===== config.mk =====
export PLATFORM = sky130hd
export DESIGN_NAME = scaled_decimal_divide_top_flat
export DESIGN_NICKNAME = d
export VERILOG_FILES = /design/src/rtl/sdd_pkg.sv /design/src/rtl/sdd_req_if.sv /design/src/rtl/sdd_rsp_if.sv /design/src/rtl/scaled_decimal_divide_top.sv /design/src/flat_wrapper.sv
export SDC_FILE = /design/constraint.sdc
export NUM_CORES = 1
export LEC_CHECK = 0
export ABC_CLOCK_PERIOD_IN_PS = 8900
export BUFFER_PORTS_ARGS = -buffer_cell sky130_fd_sc_hd__buf_2
export CORE_MARGIN = 5
export CORE_UTILIZATION = 30
export CTS_CLUSTER_DIAMETER = 150
export DETAILED_ROUTE_END_ITERATION = 8
export SLEW_MARGIN = 30
export SYNTH_ARGS = -nofsm -noshare
export SYNTH_HDL_FRONTEND = slang
export SYNTH_SLANG_ARGS = --single-unit

===== constraint.sdc =====
create_clock -name clk_i -period 8.9 [get_ports clk_i]
set_clock_uncertainty 0.15 [all_clocks]
set_input_delay 1.78 -clock clk_i [delete_from_list [all_inputs] [get_ports clk_i]]
set_output_delay 1.78 -clock clk_i [all_outputs]
set_load 0.01 [all_outputs]

===== src/rtl/sdd_pkg.sv =====
// shared types and constants for the scaled decimal divider
// no dependencies
`timescale 1ns / 1ps

package sdd_pkg;

  localparam int unsigned LoW     = 64;
  localparam int unsigned HiW     = 63;
  localparam int unsigned OpW     = LoW + HiW;      // operand width
  localparam int unsigned AddW    = OpW + 4;        // holds x * 10 and signed differences
  localparam int unsigned PlacesW = 6;
  localparam int unsigned CntW    = $clog2(OpW);
  localparam int unsigned StatusW = 2;

  typedef enum logic [StatusW-1:0] {
    SDD_OK       = 2'd0,
    SDD_OVERFLOW = 2'd1,
    SDD_DIV_ZERO = 2'd2
  } sdd_status_e;

  typedef enum logic [2:0] {
    SDD_IDLE,
    SDD_SCALE,
    SDD_DIV,
    SDD_RCMP,
    SDD_RINC,
    SDD_DONE
  } sdd_state_e;

endpackage


===== src/rtl/sdd_req_if.sv =====
// request channel of the scaled decimal divider
// depends on sdd_pkg
`timescale 1ns / 1ps

interface sdd_req_if import sdd_pkg::*; ();
  logic               valid;
  logic               ready;
  logic [LoW-1:0]     dividend_lo;
  logic [HiW-1:0]     dividend_hi;
  logic [LoW-1:0]     divisor_lo;
  logic [HiW-1:0]     divisor_hi;
  logic [PlacesW-1:0] decimal_places;

  modport source (
    output valid, dividend_lo, dividend_hi, divisor_lo, divisor_hi, decimal_places,
    input  ready
  );
  modport sink (
    input  valid, dividend_lo, dividend_hi, divisor_lo, divisor_hi, decimal_places,
    output ready
  );
endinterface


===== src/rtl/sdd_rsp_if.sv =====
// result channel of the scaled decimal divider
// depends on sdd_pkg
`timescale 1ns / 1ps

interface sdd_rsp_if import sdd_pkg::*; ();
  logic               valid;
  logic               ready;
  logic [LoW-1:0]     quotient_lo;
  logic [HiW-1:0]     quotient_hi;
  logic [StatusW-1:0] status;

  modport source (
    output valid, quotient_lo, quotient_hi, status,
    input  ready
  );
  modport sink (
    input  valid, quotient_lo, quotient_hi, status,
    output ready
  );
endinterface


===== src/rtl/scaled_decimal_divide_top.sv =====
// scaled decimal divider: one item runs from accept to result valid through the steps below,
// ending early on overflow or a zero divisor (p = decimal_places); one shared 131-bit adder
// sequencer: p scale steps (x*10), 127 restoring divide steps, compare, increment
// a new item is taken in the cycle after the previous one leaves the sequencer at the earliest,
// so items do not overlap in the core; the result register frees the core
// rst_ni is asynchronous active low and clears the sequencer and result valid
`timescale 1ns / 1ps

module scaled_decimal_divide_top import sdd_pkg::*; (
  input  logic            clk_i,
  input  logic            rst_ni,
  sdd_req_if.sink         req_i,
  sdd_rsp_if.source       rsp_o
);

  // sequencer state
  sdd_state_e state_q, state_d;

  // working registers
  logic [OpW-1:0]     x_q, x_d;         // scaled dividend, then numerator/quotient shifter
  logic [OpW-1:0]     rem_q, rem_d;     // partial remainder
  logic [OpW-1:0]     den_q, den_d;     // divisor
  logic [PlacesW-1:0] places_q, places_d;
  logic [CntW-1:0]    cnt_q, cnt_d;     // divide step counter
  logic               rnd_q, rnd_d;     // round-up decision
  sdd_status_e        status_q, status_d;

  // result register, decouples the core from the result channel
  logic               out_valid_q, out_valid_d;
  logic [OpW-1:0]     out_quot_q, out_quot_d;
  sdd_status_e        out_status_q, out_status_d;

  // shared adder
  logic [AddW-1:0]    add_a, add_b, add_sum;
  logic               add_cin;

  logic               req_fire;
  logic               out_free;
  logic               scale_ovf;
  logic               div_neg;
  logic               den_zero;
  logic               div_msb;

  assign add_sum   = add_a + add_b + AddW'(add_cin);

  assign req_fire  = req_i.valid && req_i.ready;
  assign out_free  = !out_valid_q || rsp_o.ready;
  // any bit at or above 2^127 in x*10 means overflow
  assign scale_ovf = |add_sum[AddW-1:OpW];
  // subtraction went negative: trial value is below the divisor
  assign div_neg   = add_sum[AddW-1];
  assign den_zero  = ~|den_q;
  // next numerator bit shifted into the remainder
  assign div_msb   = x_q[OpW-1];

  // handshake and result outputs
  assign req_i.ready       = (state_q == SDD_IDLE);
  assign rsp_o.valid       = out_valid_q;
  assign rsp_o.quotient_lo = out_quot_q[LoW-1:0];
  assign rsp_o.quotient_hi = out_quot_q[OpW-1:LoW];
  assign rsp_o.status      = out_status_q;

  // adder operand selection per sequencer step
  always_comb begin
    add_a   = '0;
    add_b   = '0;
    add_cin = 1'b0;
    case (state_q)
      SDD_SCALE: begin
        // x*10 = x*8 + x*2
        add_a = AddW'({x_q, 3'b000});
        add_b = AddW'({x_q, 1'b0});
      end
      SDD_DIV: begin
        // trial subtract of divisor from shifted remainder
        add_a   = AddW'({rem_q, div_msb});
        add_b   = ~AddW'(den_q);
        add_cin = 1'b1;
      end
      SDD_RCMP: begin
        // round half up: 2*rem >= divisor
        add_a   = AddW'({rem_q, 1'b0});
        add_b   = ~AddW'(den_q);
        add_cin = 1'b1;
      end
      SDD_RINC: begin
        add_a   = AddW'(x_q);
        add_cin = rnd_q;
      end
      default: begin
        add_a   = '0;
        add_b   = '0;
        add_cin = 1'b0;
      end
    endcase
  end

  // next state
  always_comb begin
    state_d = state_q;
    case (state_q)
      SDD_IDLE: begin
        if (req_fire) state_d = SDD_SCALE;
      end
      SDD_SCALE: begin
        if (places_q == '0) begin
          // overflow has already been ruled out, divisor check comes second
          state_d = den_zero ? SDD_DONE : SDD_DIV;
        end else if (scale_ovf) begin
          state_d = SDD_DONE;
        end
      end
      SDD_DIV: begin
        if (cnt_q == '0) state_d = SDD_RCMP;
      end
      SDD_RCMP: state_d = SDD_RINC;
      SDD_RINC: state_d = SDD_DONE;
      SDD_DONE: begin
        if (out_free) state_d = SDD_IDLE;
      end
      default: state_d = SDD_IDLE;
    endcase
  end

  // datapath and result register updates
  always_comb begin
    x_d          = x_q;
    rem_d        = rem_q;
    den_d        = den_q;
    places_d     = places_q;
    cnt_d        = cnt_q;
    rnd_d        = rnd_q;
    status_d     = status_q;
    out_valid_d  = out_valid_q;
    out_quot_d   = out_quot_q;
    out_status_d = out_status_q;

    // result taken downstream
    if (out_valid_q && rsp_o.ready) out_valid_d = 1'b0;

    case (state_q)
      SDD_IDLE: begin
        if (req_fire) begin
          x_d      = {req_i.dividend_hi, req_i.dividend_lo};
          den_d    = {req_i.divisor_hi, req_i.divisor_lo};
          places_d = req_i.decimal_places;
          rem_d    = '0;
          status_d = SDD_OK;
        end
      end
      SDD_SCALE: begin
        if (places_q != '0) begin
          if (scale_ovf) begin
            status_d = SDD_OVERFLOW;
          end else begin
            x_d      = add_sum[OpW-1:0];
            places_d = places_q - 1'b1;
          end
        end else begin
          if (den_zero) status_d = SDD_DIV_ZERO;
          cnt_d = CntW'(OpW - 1);
        end
      end
      SDD_DIV: begin
        // quotient bits shift in from the bottom as numerator bits leave the top
        x_d   = {x_q[OpW-2:0], ~div_neg};
        rem_d = div_neg ? {rem_q[OpW-2:0], div_msb} : add_sum[OpW-1:0];
        cnt_d = cnt_q - 1'b1;
      end
      SDD_RCMP: begin
        rnd_d = ~div_neg;
      end
      SDD_RINC: begin
        x_d = add_sum[OpW-1:0];
      end
      SDD_DONE: begin
        if (out_free) begin
          out_valid_d  = 1'b1;
          out_quot_d   = (status_q == SDD_OK) ? x_q : '0;
          out_status_d = status_q;
        end
      end
      default: begin
        x_d = x_q;
      end
    endcase
  end

  // control registers
  always_ff @(posedge clk_i or negedge rst_ni) begin
    if (!rst_ni) begin
      state_q     <= SDD_IDLE;
      out_valid_q <= 1'b0;
    end else begin
      state_q     <= state_d;
      out_valid_q <= out_valid_d;
    end
  end

  // payload registers
  always_ff @(posedge clk_i) begin
    x_q          <= x_d;
    rem_q        <= rem_d;
    den_q        <= den_d;
    places_q     <= places_d;
    cnt_q        <= cnt_d;
    rnd_q        <= rnd_d;
    status_q     <= status_d;
    out_quot_q   <= out_quot_d;
    out_status_q <= out_status_d;
  end

endmodule


===== src/flat_wrapper.sv =====
// flat-port wrapper written by rule: the top's interface ports become plain ports
module scaled_decimal_divide_top_flat import sdd_pkg::*;
  (clk_i, rst_ni, req_i_valid, req_i_dividend_lo, req_i_dividend_hi, req_i_divisor_lo, req_i_divisor_hi, req_i_decimal_places, req_i_ready, rsp_o_valid, rsp_o_quotient_lo, rsp_o_quotient_hi, rsp_o_status, rsp_o_ready);
  sdd_req_if req_i_i ();
  sdd_rsp_if rsp_o_i ();
  input  logic clk_i;
  input  logic rst_ni;
  input wire logic [$bits(req_i_i.valid)-1:0] req_i_valid;
  input wire logic [$bits(req_i_i.dividend_lo)-1:0] req_i_dividend_lo;
  input wire logic [$bits(req_i_i.dividend_hi)-1:0] req_i_dividend_hi;
  input wire logic [$bits(req_i_i.divisor_lo)-1:0] req_i_divisor_lo;
  input wire logic [$bits(req_i_i.divisor_hi)-1:0] req_i_divisor_hi;
  input wire logic [$bits(req_i_i.decimal_places)-1:0] req_i_decimal_places;
  output wire logic [$bits(req_i_i.ready)-1:0] req_i_ready;
  output wire logic [$bits(rsp_o_i.valid)-1:0] rsp_o_valid;
  output wire logic [$bits(rsp_o_i.quotient_lo)-1:0] rsp_o_quotient_lo;
  output wire logic [$bits(rsp_o_i.quotient_hi)-1:0] rsp_o_quotient_hi;
  output wire logic [$bits(rsp_o_i.status)-1:0] rsp_o_status;
  input wire logic [$bits(rsp_o_i.ready)-1:0] rsp_o_ready;
  assign req_i_i.valid = req_i_valid;
  assign req_i_i.dividend_lo = req_i_dividend_lo;
  assign req_i_i.dividend_hi = req_i_dividend_hi;
  assign req_i_i.divisor_lo = req_i_divisor_lo;
  assign req_i_i.divisor_hi = req_i_divisor_hi;
  assign req_i_i.decimal_places = req_i_decimal_places;
  assign req_i_ready = req_i_i.ready;
  assign rsp_o_valid = rsp_o_i.valid;
  assign rsp_o_quotient_lo = rsp_o_i.quotient_lo;
  assign rsp_o_quotient_hi = rsp_o_i.quotient_hi;
  assign rsp_o_status = rsp_o_i.status;
  assign rsp_o_i.ready = rsp_o_ready;
  scaled_decimal_divide_top u_core (.clk_i(clk_i), .rst_ni(rst_ni), .req_i(req_i_i), .rsp_o(rsp_o_i));
endmodule

[Word level (Yosys, flattened, before mapping)]
Index checks and enable logic that the tools add are counted.
Operators by class
  add/sub/neg operators: 4
  eq/ne operators: 14
  multiplexer cells: 31
  bitwise operators: 2
  reductions and logical operators: 24
Operator list (count)
  two-way mux 127 bit: 5
  case mux 130 bit (4 select lines): 1
  case mux 127 bit (4 select lines): 1
  case mux 131 bit (2 select lines): 1
  case mux 127 bit (2 select lines): 1
  adder 130 x 131 -> 131 bit: 1
  adder 131 x 1 -> 131 bit: 1
  inverter 127 -> 131 bit: 1
  OR reduction 127 bit: 1
  two-way mux 3 bit: 6
  two-way mux 6 bit: 3
  case mux 3 bit (6 select lines): 1
  AND reduction 4 bit: 4
  case mux 7 bit (2 select lines): 1
  case mux 6 bit (2 select lines): 1
  two-way mux 2 bit: 4
  AND reduction 2 bit: 4
  zero test 7 bit: 1
  two-way mux 7 bit: 1
  subtractor 7 x 1 -> 7 bit, second input constant: 1
  equality test 3 x 2 -> 1 bit, second input constant: 2
  equality test 3 bit, second input constant: 2
  zero test 6 bit: 1
  != test 2 x 1 -> 1 bit, second input constant: 3
  other kinds (20): 27
Word-level totals
  register bits: 530
  input bits: 264
  word-level logic and storage cells: 86

[Depth between registers and ports, before layout]
Gate-level depths: netlist of run 1.
  depth in word-level cells: 9
  mapped depth: 25

[Least setup slack after synthesis of run 1]
No wires, ideal clock.
  path kind: input -> register
  start point: input req_i_valid
  end point: register u_core.x_q[0] (enable)
  arrival: 7.415 ns
  data required time: 8.260 ns
  path slack: 0.845 ns
  cell stages on the path: 4
  buffers on the path: 0
  cell sequence: nand2_1 -> nand2_1 -> nor2_1 -> nand2_1
Between the ends
  word-level cells in the longest chain between the ends: 3
Ends and longest elaborated chain
  start: declaration: line flat_wrapper.sv:8  | input wire logic [$bits(req_i_i.valid)-1:0] req_i_valid;
  logical AND 1 bit: line scaled_decimal_divide_top.sv:46  | assign req_fire = req_i.valid && req_i.ready;
  != test 2 bit (no line)
  AND reduction 4 bit (no line)
  end signal: assignment: line scaled_decimal_divide_top.sv:202  | x_q <= x_d;
  end: declaration: line scaled_decimal_divide_top.sv:20  | logic [OpW-1:0] x_q, x_d;
Every way passes these cells.
A chain may end at the register's enable or synchronous reset.

[Worst setup path after layout of run 1]
  start point: register u_core.state_q[1]
  end point: register u_core.x_q[49] (enable)
Between the ends
  word-level cells in the longest chain between the ends: 8
Ends and longest elaborated chain
  start: declaration: line scaled_decimal_divide_top.sv:17  | sdd_state_e state_q, state_d;
  start signal: assignment: line scaled_decimal_divide_top.sv:195  | state_q <= state_d;
  equality test 3 x 2 -> 1 bit, on equally long branches: line scaled_decimal_divide_top.sv:68, scaled_decimal_divide_top.sv:141
  OR reduction 2 bit (no line)
  case mux 131 bit (2 select lines): line scaled_decimal_divide_top.sv:68  | case (state_q)
  adder 130 x 131 -> 131 bit: line scaled_decimal_divide_top.sv:44  | assign add_sum = add_a + add_b + AddW'(add_cin);
  adder 131 x 1 -> 131 bit: line scaled_decimal_divide_top.sv:44
  OR reduction 4 bit: line scaled_decimal_divide_top.sv:49  | assign scale_ovf = |add_sum[AddW-1:OpW];
  != test 2 bit (no line)
  AND reduction 4 bit (no line) (*)
Mark *: on every way between the ends. The rest lies on a longest branch, timed or not.

==> results of run 1 <==
-- registers in the layout (all words and copies together) (netlist names) --
register	cells
u_core.den_q	127
u_core.out_quot_q	127
u_core.rem_q	127
u_core.x_q	127
u_core.cnt_q	7
u_core.places_q	6
u_core.state_q	3
u_core.rsp_o.status	2
u_core.status_q	2
u_core.rnd_q	1
u_core.rsp_o.valid	1
-- cells by family (layout without fill, tap and decap cells) --
family	after synthesis	count (layout)
adder cells (fa/ha/maj)	134	134
XOR/XNOR	131	131
buffers and inverters	306	580
AND/OR/NAND/NOR	1376	1376
other	0	4
multiplexers	7	7
AO/OA/AOI/OAI	1248	1248
flip-flops	530	530
-- per-stage QoR --
stage	cell area [um^2]	utilization (%)	hold WS (ns)	total power, W
final	39200	34.9	0.412	0.0162
after global routing	39200	34.9	0.421	0.0173
after floorplan	34000	-	0.277	0.0106
after global placement	37200	33.1	0.405	0.0136
after detailed placement	37200	33.1	0.394	0.0136
after CTS	39200	34.8	0.415	0.0161
-- final cells by class --
cell class | instances | share of cell area, %
well taps | 1500 | 4.78
flip-flops and latches | 530 | 40.5
clock inverters | 39 | 0.906
repair buffers | 426 | 5.92
multi-input cells | 2896 | 43.4
inverters | 45 | 0.443
clock buffers | 70 | 3.98
diodes | 4 | 0.0255
-- layer usage --
layer / global-route usage, % / vias up / routed length (um)
met5: 0 / - / 13
met3: 4.12 / 194 / 10300
met4: 6.83 / 2 / 4600
met2: 32.5 / 1296 / 58200
li1: - / 14264 / -
met1: 29.1 / 14947 / 58500
-- cells in the mapped netlist (all sizes together), types with 4 or more instances --
library cell,number
a211oi,22
inv,44
nor2b,12
or4,6
nand2b,14
o31ai,17
a21boi,12
a31oi,14
nand3b,4
xnor2,70
and4,4
nor4,47
nand3,48
nor3,54
nand2,733
o21a,21
a311oi,5
a211o,4
a21oi,290
mux2i,6
o41ai,5
buf,61
and3,12
a22oi,251
a21o,50
and2,162
or2,11
o21bai,24
or3,13
ha,132
nor2,168
edfxtp,526
clkbuf,200
xor2,61
a221oi,13
o221ai,4
dfrtp,4
a221o,4
o21ai,462
nand4,82
o211ai,20
-- worst max path at each step --
stage                                        startpoint                         to  slack, ns  depth (start not counted)
after global routing      u_core.state_q[1]$_DFFE_PN0P_   u_core.x_q[44]$_DFFE_PP_       1.28                         17
after detailed placement  u_core.state_q[2]$_DFFE_PN0P_  u_core.x_q[102]$_DFFE_PP_       1.67                         17
after CTS                 u_core.state_q[2]$_DFFE_PN0P_   u_core.x_q[49]$_DFFE_PP_       1.63                         17
final                     u_core.state_q[1]$_DFFE_PN0P_   u_core.x_q[49]$_DFFE_PP_       1.53                         17
after global placement    u_core.state_q[2]$_DFFE_PN0P_  u_core.x_q[102]$_DFFE_PP_       1.31                         17
after floorplan                             req_i_valid    u_core.x_q[0]$_DFFE_PP_       0.84                          4
-- power groups by stage --
stage          logic, W  clock network [W]  registers (W)
2_1_floorplan   0.00582                  0        0.00479
3_3_place_gp    0.00852                  0        0.00504
3_5_place_dp    0.00856                  0        0.00503
4_1_cts         0.00861            0.00253        0.00499
5_1_grt         0.00955            0.00263        0.00508
6_report        0.00869            0.00248        0.00501
==> impl_metrics.ini, run 1 <==
[cells_and_area]
drive_gt1_share_pct = 14.3
fillCellCount = 11684
regArea_um2 = 15900
multi_input_area_um2 = 17000
mostFrequentLayoutCells = nand2_1 (729), edfxtp_1 (526), o21ai_0 (446)
nets = 4357
area_growth_pct = 15.4
fin_cells = 5510
layout_commonest_cell = nand2_1

[clock_network]
post-cts-setup-buffer-count = 0
cts_hold_buf = 0
worstSkewPairLatency_ns = 0.67
root_buffer = clkbuf_16
clk_pin_slew_ns = 0.06
clock_sinks = 530
cts_resized = 0
cts_tree = done
cts_made_buffers = 60
cts.path.max_buffers = 3
htree_levels = 2

[power]
p_leak_nw = 14.8
clock_power_share_pct = 15.3
ir_worst_vdd_mv = 0.355
combPwrFrac_pct = 53.7
p_sw_w = 0.00797
powerDensity_nw_per_um2 = 413
pwr-share-seq_pct = 31.0
swShare_pct = 49.2
p_int_w = 0.00822

[placed_design]
gp_congestion = 0.969
place_inst = 5395
portBuffers = 394
pre_cts_slack_ns = 1.67
hpwl_um = 99900

[yosys]
ys_top_cells_by_area = edfxtp_1 (46%), nand2_1 (8.1%), o21ai_0 (6.6%)
synth_seq_cells = 530
synth_xor_area_share_pct = 3.37
synth-compound-area-share_pct = 22.5
synth_top_family_by_area = compound AO/OA/AOI/OAI gates
synth-simple-area-share_pct = 18.6
async_flop_share_pct = 0.755
synth_fa_ha_area_share_pct = 4.97
synth_edf_count = 526
synth_area_per_cell_um2 = 9.11
synth.yosys.seq_area_share_pct = 46.7
synthMuxAreaShare_pct = 0.210
synth_fp_nets = 4130
syn_inst = 3732
synthesis.area_um2 = 34000
ys_warn_count = 0
synth_area_leader_cell = edfxtp_1
synth_flop_cell = edfxtp_1
yosys.cell_types.count = 88
yosysTopAreaCellShare_pct = 46.4

[routing]
first_pass_iters = 6
drc_errors = 0
routed_wl_um = 132000
ant_nets = 0
dr.first_iter.drc_count = 3056
vias = 30703
wire_per_inst_um = 23.9
detail_route.vias_per_cell = 5.57

[floorplan]
rows = 123
pin_count = 395
die-area_um2 = 120000
die_w_um = 347
core_um2 = 112000
start_util_pct = 30.2
die-height_um = 347

[grt]
antenna_found_initial = 3
track_usage_pct = 20.8
grt_max_degree = 177
grt_pass1_wl_um = 195000
grt_pass1_vias = 29752
grt_overflow = 0

[worst_setup_path]
cp.arrival_ns = 7.54
critPathBufInv = 3
reg2reg_depth = 17
worst-r2r-setup-slack_ns = 1.53
cp_top_family = simple AND/OR/NAND/NOR gates
worstSetupPathType = reg -> reg
max_stage_delay_ns = 0.89
critical_path_required_ns = 9.07
cp-end-kind = flip-flop
path_max_fanout = 61
r2r-start = u_core.state_q[1]$_DFFE_PN0P_
start_kind = flip-flop
path_cells = buf_4, buf_4, a22oi_1, o21ai_0, ha_1, nand4_1, nor4_2, nand3_1, a31oi_1, o211ai_1, nand3_2, o31ai_4, o21a_4, xnor2_1, nand4_1, nand2_4, buf_12
critPathSlowestCell = dfrtp_4
worstReg2RegEnd = u_core.x_q[49]$_DFFE_PP_

[timing]
hold_viol = 0
finalCritPeriodShare_pct = 82.8
finalCriticalPeriod_ns = 7.37
setup_tns_ns = 0
setup_ws_ns = 1.53
finalSetupViolCount = 0
maxSlewViolCount = 0
tightestPinTransition_ns = 0.996
grt_setup_unrepaired = no
relSlewSlack_pct = 33.0
max_freq_mhz = 136

[worst_hold_path]
holdPathEnd = u_core.rsp_o.status[1]$_DFFE_PP_
holdCritStartpoint = u_core.status_q[1]$_SDFFCE_PP0P_
worstHoldPathType = reg -> reg
hold_path_depth = 0

[run_status]
outcome = complete, no violations

[run]
maxCapViolations = 0
Power figures use the tool's default switching activity.
==> run 2, diff against run 1 <==
Settings changed: ABC_CLOCK_PERIOD_IN_PS 8900 to 6700.
Clock period 8.9 ns to 6.7 ns, I/O delays scaled along.
==> run 2 against run 1 <==
Register-to-register slack worse by 0.95 ns. Flip-flop and latch count stayed put. Global-route usage fell by 0.094 points. Sequential share of layout area down 0.34 points. Critical path depth up 1. Sequential power grew 32%. Critical path type unchanged. Largest cell class unchanged. Highest routed layer unchanged.
==> impl_metrics.ini, run 2 (same netlist as run 1, synthesis figures left out) <==
[cells_and_area]
area_growth_pct = 16.3
multi_input_area_um2 = 17000
regArea_um2 = 15900
fillCellCount = 11523
mostFrequentLayoutCells = nand2_1 (729), edfxtp_1 (526), o21ai_0 (446)
nets = 4376
layout_commonest_cell = nand2_1
fin_cells = 5535
drive_gt1_share_pct = 14.8

[worst_setup_path]
worstSetupPathType = reg -> reg
critical_path_required_ns = 6.95
path_cells = nor2b_1, nor2b_4, buf_4, nand2_1, o21ai_0, ha_1, o211ai_1, o21ai_2, a41o_1, o311a_1, o211ai_1, nand3_2, o31ai_4, o21a_4, buf_12, or3_1, mux2i_1, a311o_1
crit_top_cell = o211ai_1
max_stage_delay_ns = 0.53
start_kind = flip-flop
worstReg2RegEnd = u_core.rem_q[115]$_SDFFCE_PP0P_
worst-r2r-setup-slack_ns = 0.58
cp-end-kind = flip-flop
crit_end = u_core.rem_q[115]$_SDFFCE_PP0P_
critPathSlowestCell = dfrtp_4
path_max_fanout = 164
r2r-start = u_core.state_q[1]$_DFFE_PN0P_
critPathLaunch = u_core.state_q[1]$_DFFE_PN0P_
reg2reg_depth = 18
cp.arrival_ns = 6.37

[power]
p_total_w = 0.0219
ir_worst_vdd_mv = 0.494
p_leak_nw = 14.9
powerDensity_nw_per_um2 = 554

[worst_hold_path]
worstHoldPathType = in -> async

[grt]
grt_overflow = 0
antenna_found_initial = 11
track_usage_pct = 20.7
grt_pass1_wl_um = 195000
grt_max_degree = 177
grt_pass1_vias = 29953

[routing]
vias = 30925
dr.first_iter.drc_count = 3090
ant_nets = 0
first_pass_iters = 8
wire_per_inst_um = 23.7
routed_wl_um = 131000
drc_errors = 0
detail_route.vias_per_cell = 5.59

[timing]
hold_viol = 0
finalCritPeriodShare_pct = 91.3
max_freq_mhz = 163
holdWs_ns = 0.374
setup_tns_ns = 0
tightestPinTransition_ns = 0.957
grt_setup_unrepaired = no
finalSetupViolCount = 0
relSlewSlack_pct = 35.6
finalCriticalPeriod_ns = 6.12
maxSlewViolCount = 0

[floorplan]
die_w_um = 347
pin_count = 395
core_um2 = 112000
rows = 123
die-height_um = 347
start_util_pct = 30.2
die-area_um2 = 120000

[run_status]
outcome = complete, no violations

[placed_design]
gp_congestion = 0.937
place_inst = 5415
portBuffers = 394
hpwl_um = 98600

[clock_network]
cts_made_buffers = 59
cts_tree = done
root_buffer = clkbuf_16
worstSkewPairLatency_ns = 0.66
cts.path.max_buffers = 3
clock_sinks = 530
post-cts-setup-buffer-count = 0
cts_resized = 0
htree_levels = 2
clk_pin_slew_ns = 0.06
cts_hold_buf = 0

[run]
maxCapViolations = 0
## run 2: cell type report
class / count / share of cell area (%)
diodes: 7 / 0.0443
flip-flops and latches: 530 / 40.2
clock buffers: 67 / 3.86
multi-input cells: 2896 / 43.0
inverters: 45 / 0.446
well taps: 1500 / 4.74
clock inverters: 44 / 1.20
repair buffers: 446 / 6.51
## run 2: power by group
group          internal (W)  switching (W)
combinational       0.00373        0.00812
clock               0.00196        0.00147
sequential          0.00548        0.00115
## run 2: worst min-delay path by stage
stage	endpoint	slack, ns	from
floorplan	u_core.rsp_o.status[1]$_DFFE_PP_	0.28	u_core.status_q[1]$_SDFFCE_PP0P_
global placement	u_core.rsp_o.status[1]$_DFFE_PP_	0.37	u_core.status_q[1]$_SDFFCE_PP0P_
detailed placement	u_core.rsp_o.status[1]$_DFFE_PP_	0.36	u_core.status_q[1]$_SDFFCE_PP0P_
CTS	u_core.state_q[1]$_DFFE_PN0P_	0.33	rst_ni
global route	u_core.state_q[1]$_DFFE_PN0P_	0.35	rst_ni
finish	u_core.state_q[1]$_DFFE_PN0P_	0.37	rst_ni
## run 2: through the flow
step                instance area (um^2)  utilization, %  worst slack [ns]
floorplan                          34000               -            0.0866
global placement                   37500            33.3             0.788
detailed placement                 37500            33.3             0.683
CTS                                39500            35.1             0.607
global route                       39600            35.2             0.287
finish                             39600            35.2             0.583
## run 2: metal layers
metal | routed length [um] | track usage, % | up-vias
met5 | 64 | 0 | -
met4 | 4120 | 5.81 | 10
met3 | 9550 | 3.63 | 196
met2 | 58400 | 32.6 | 1327
met1 | 59000 | 29.5 | 15055
li1 | - | - | 14337
## run 2: critical path, delay by kind of cell (launching register included)
| kind | cells | cell delay [ns] |
|---|---|---|
| adder cells (fa/ha/maj) | 1 | 0.33 |
| multiplexers | 1 | 0.07 |
| AND/OR/NAND/NOR | 5 | 1.26 |
| AO/OA/AOI/OAI | 9 | 2.50 |
| buffers and inverters | 2 | 0.97 |
| flip-flops | 1 | 0.53 |
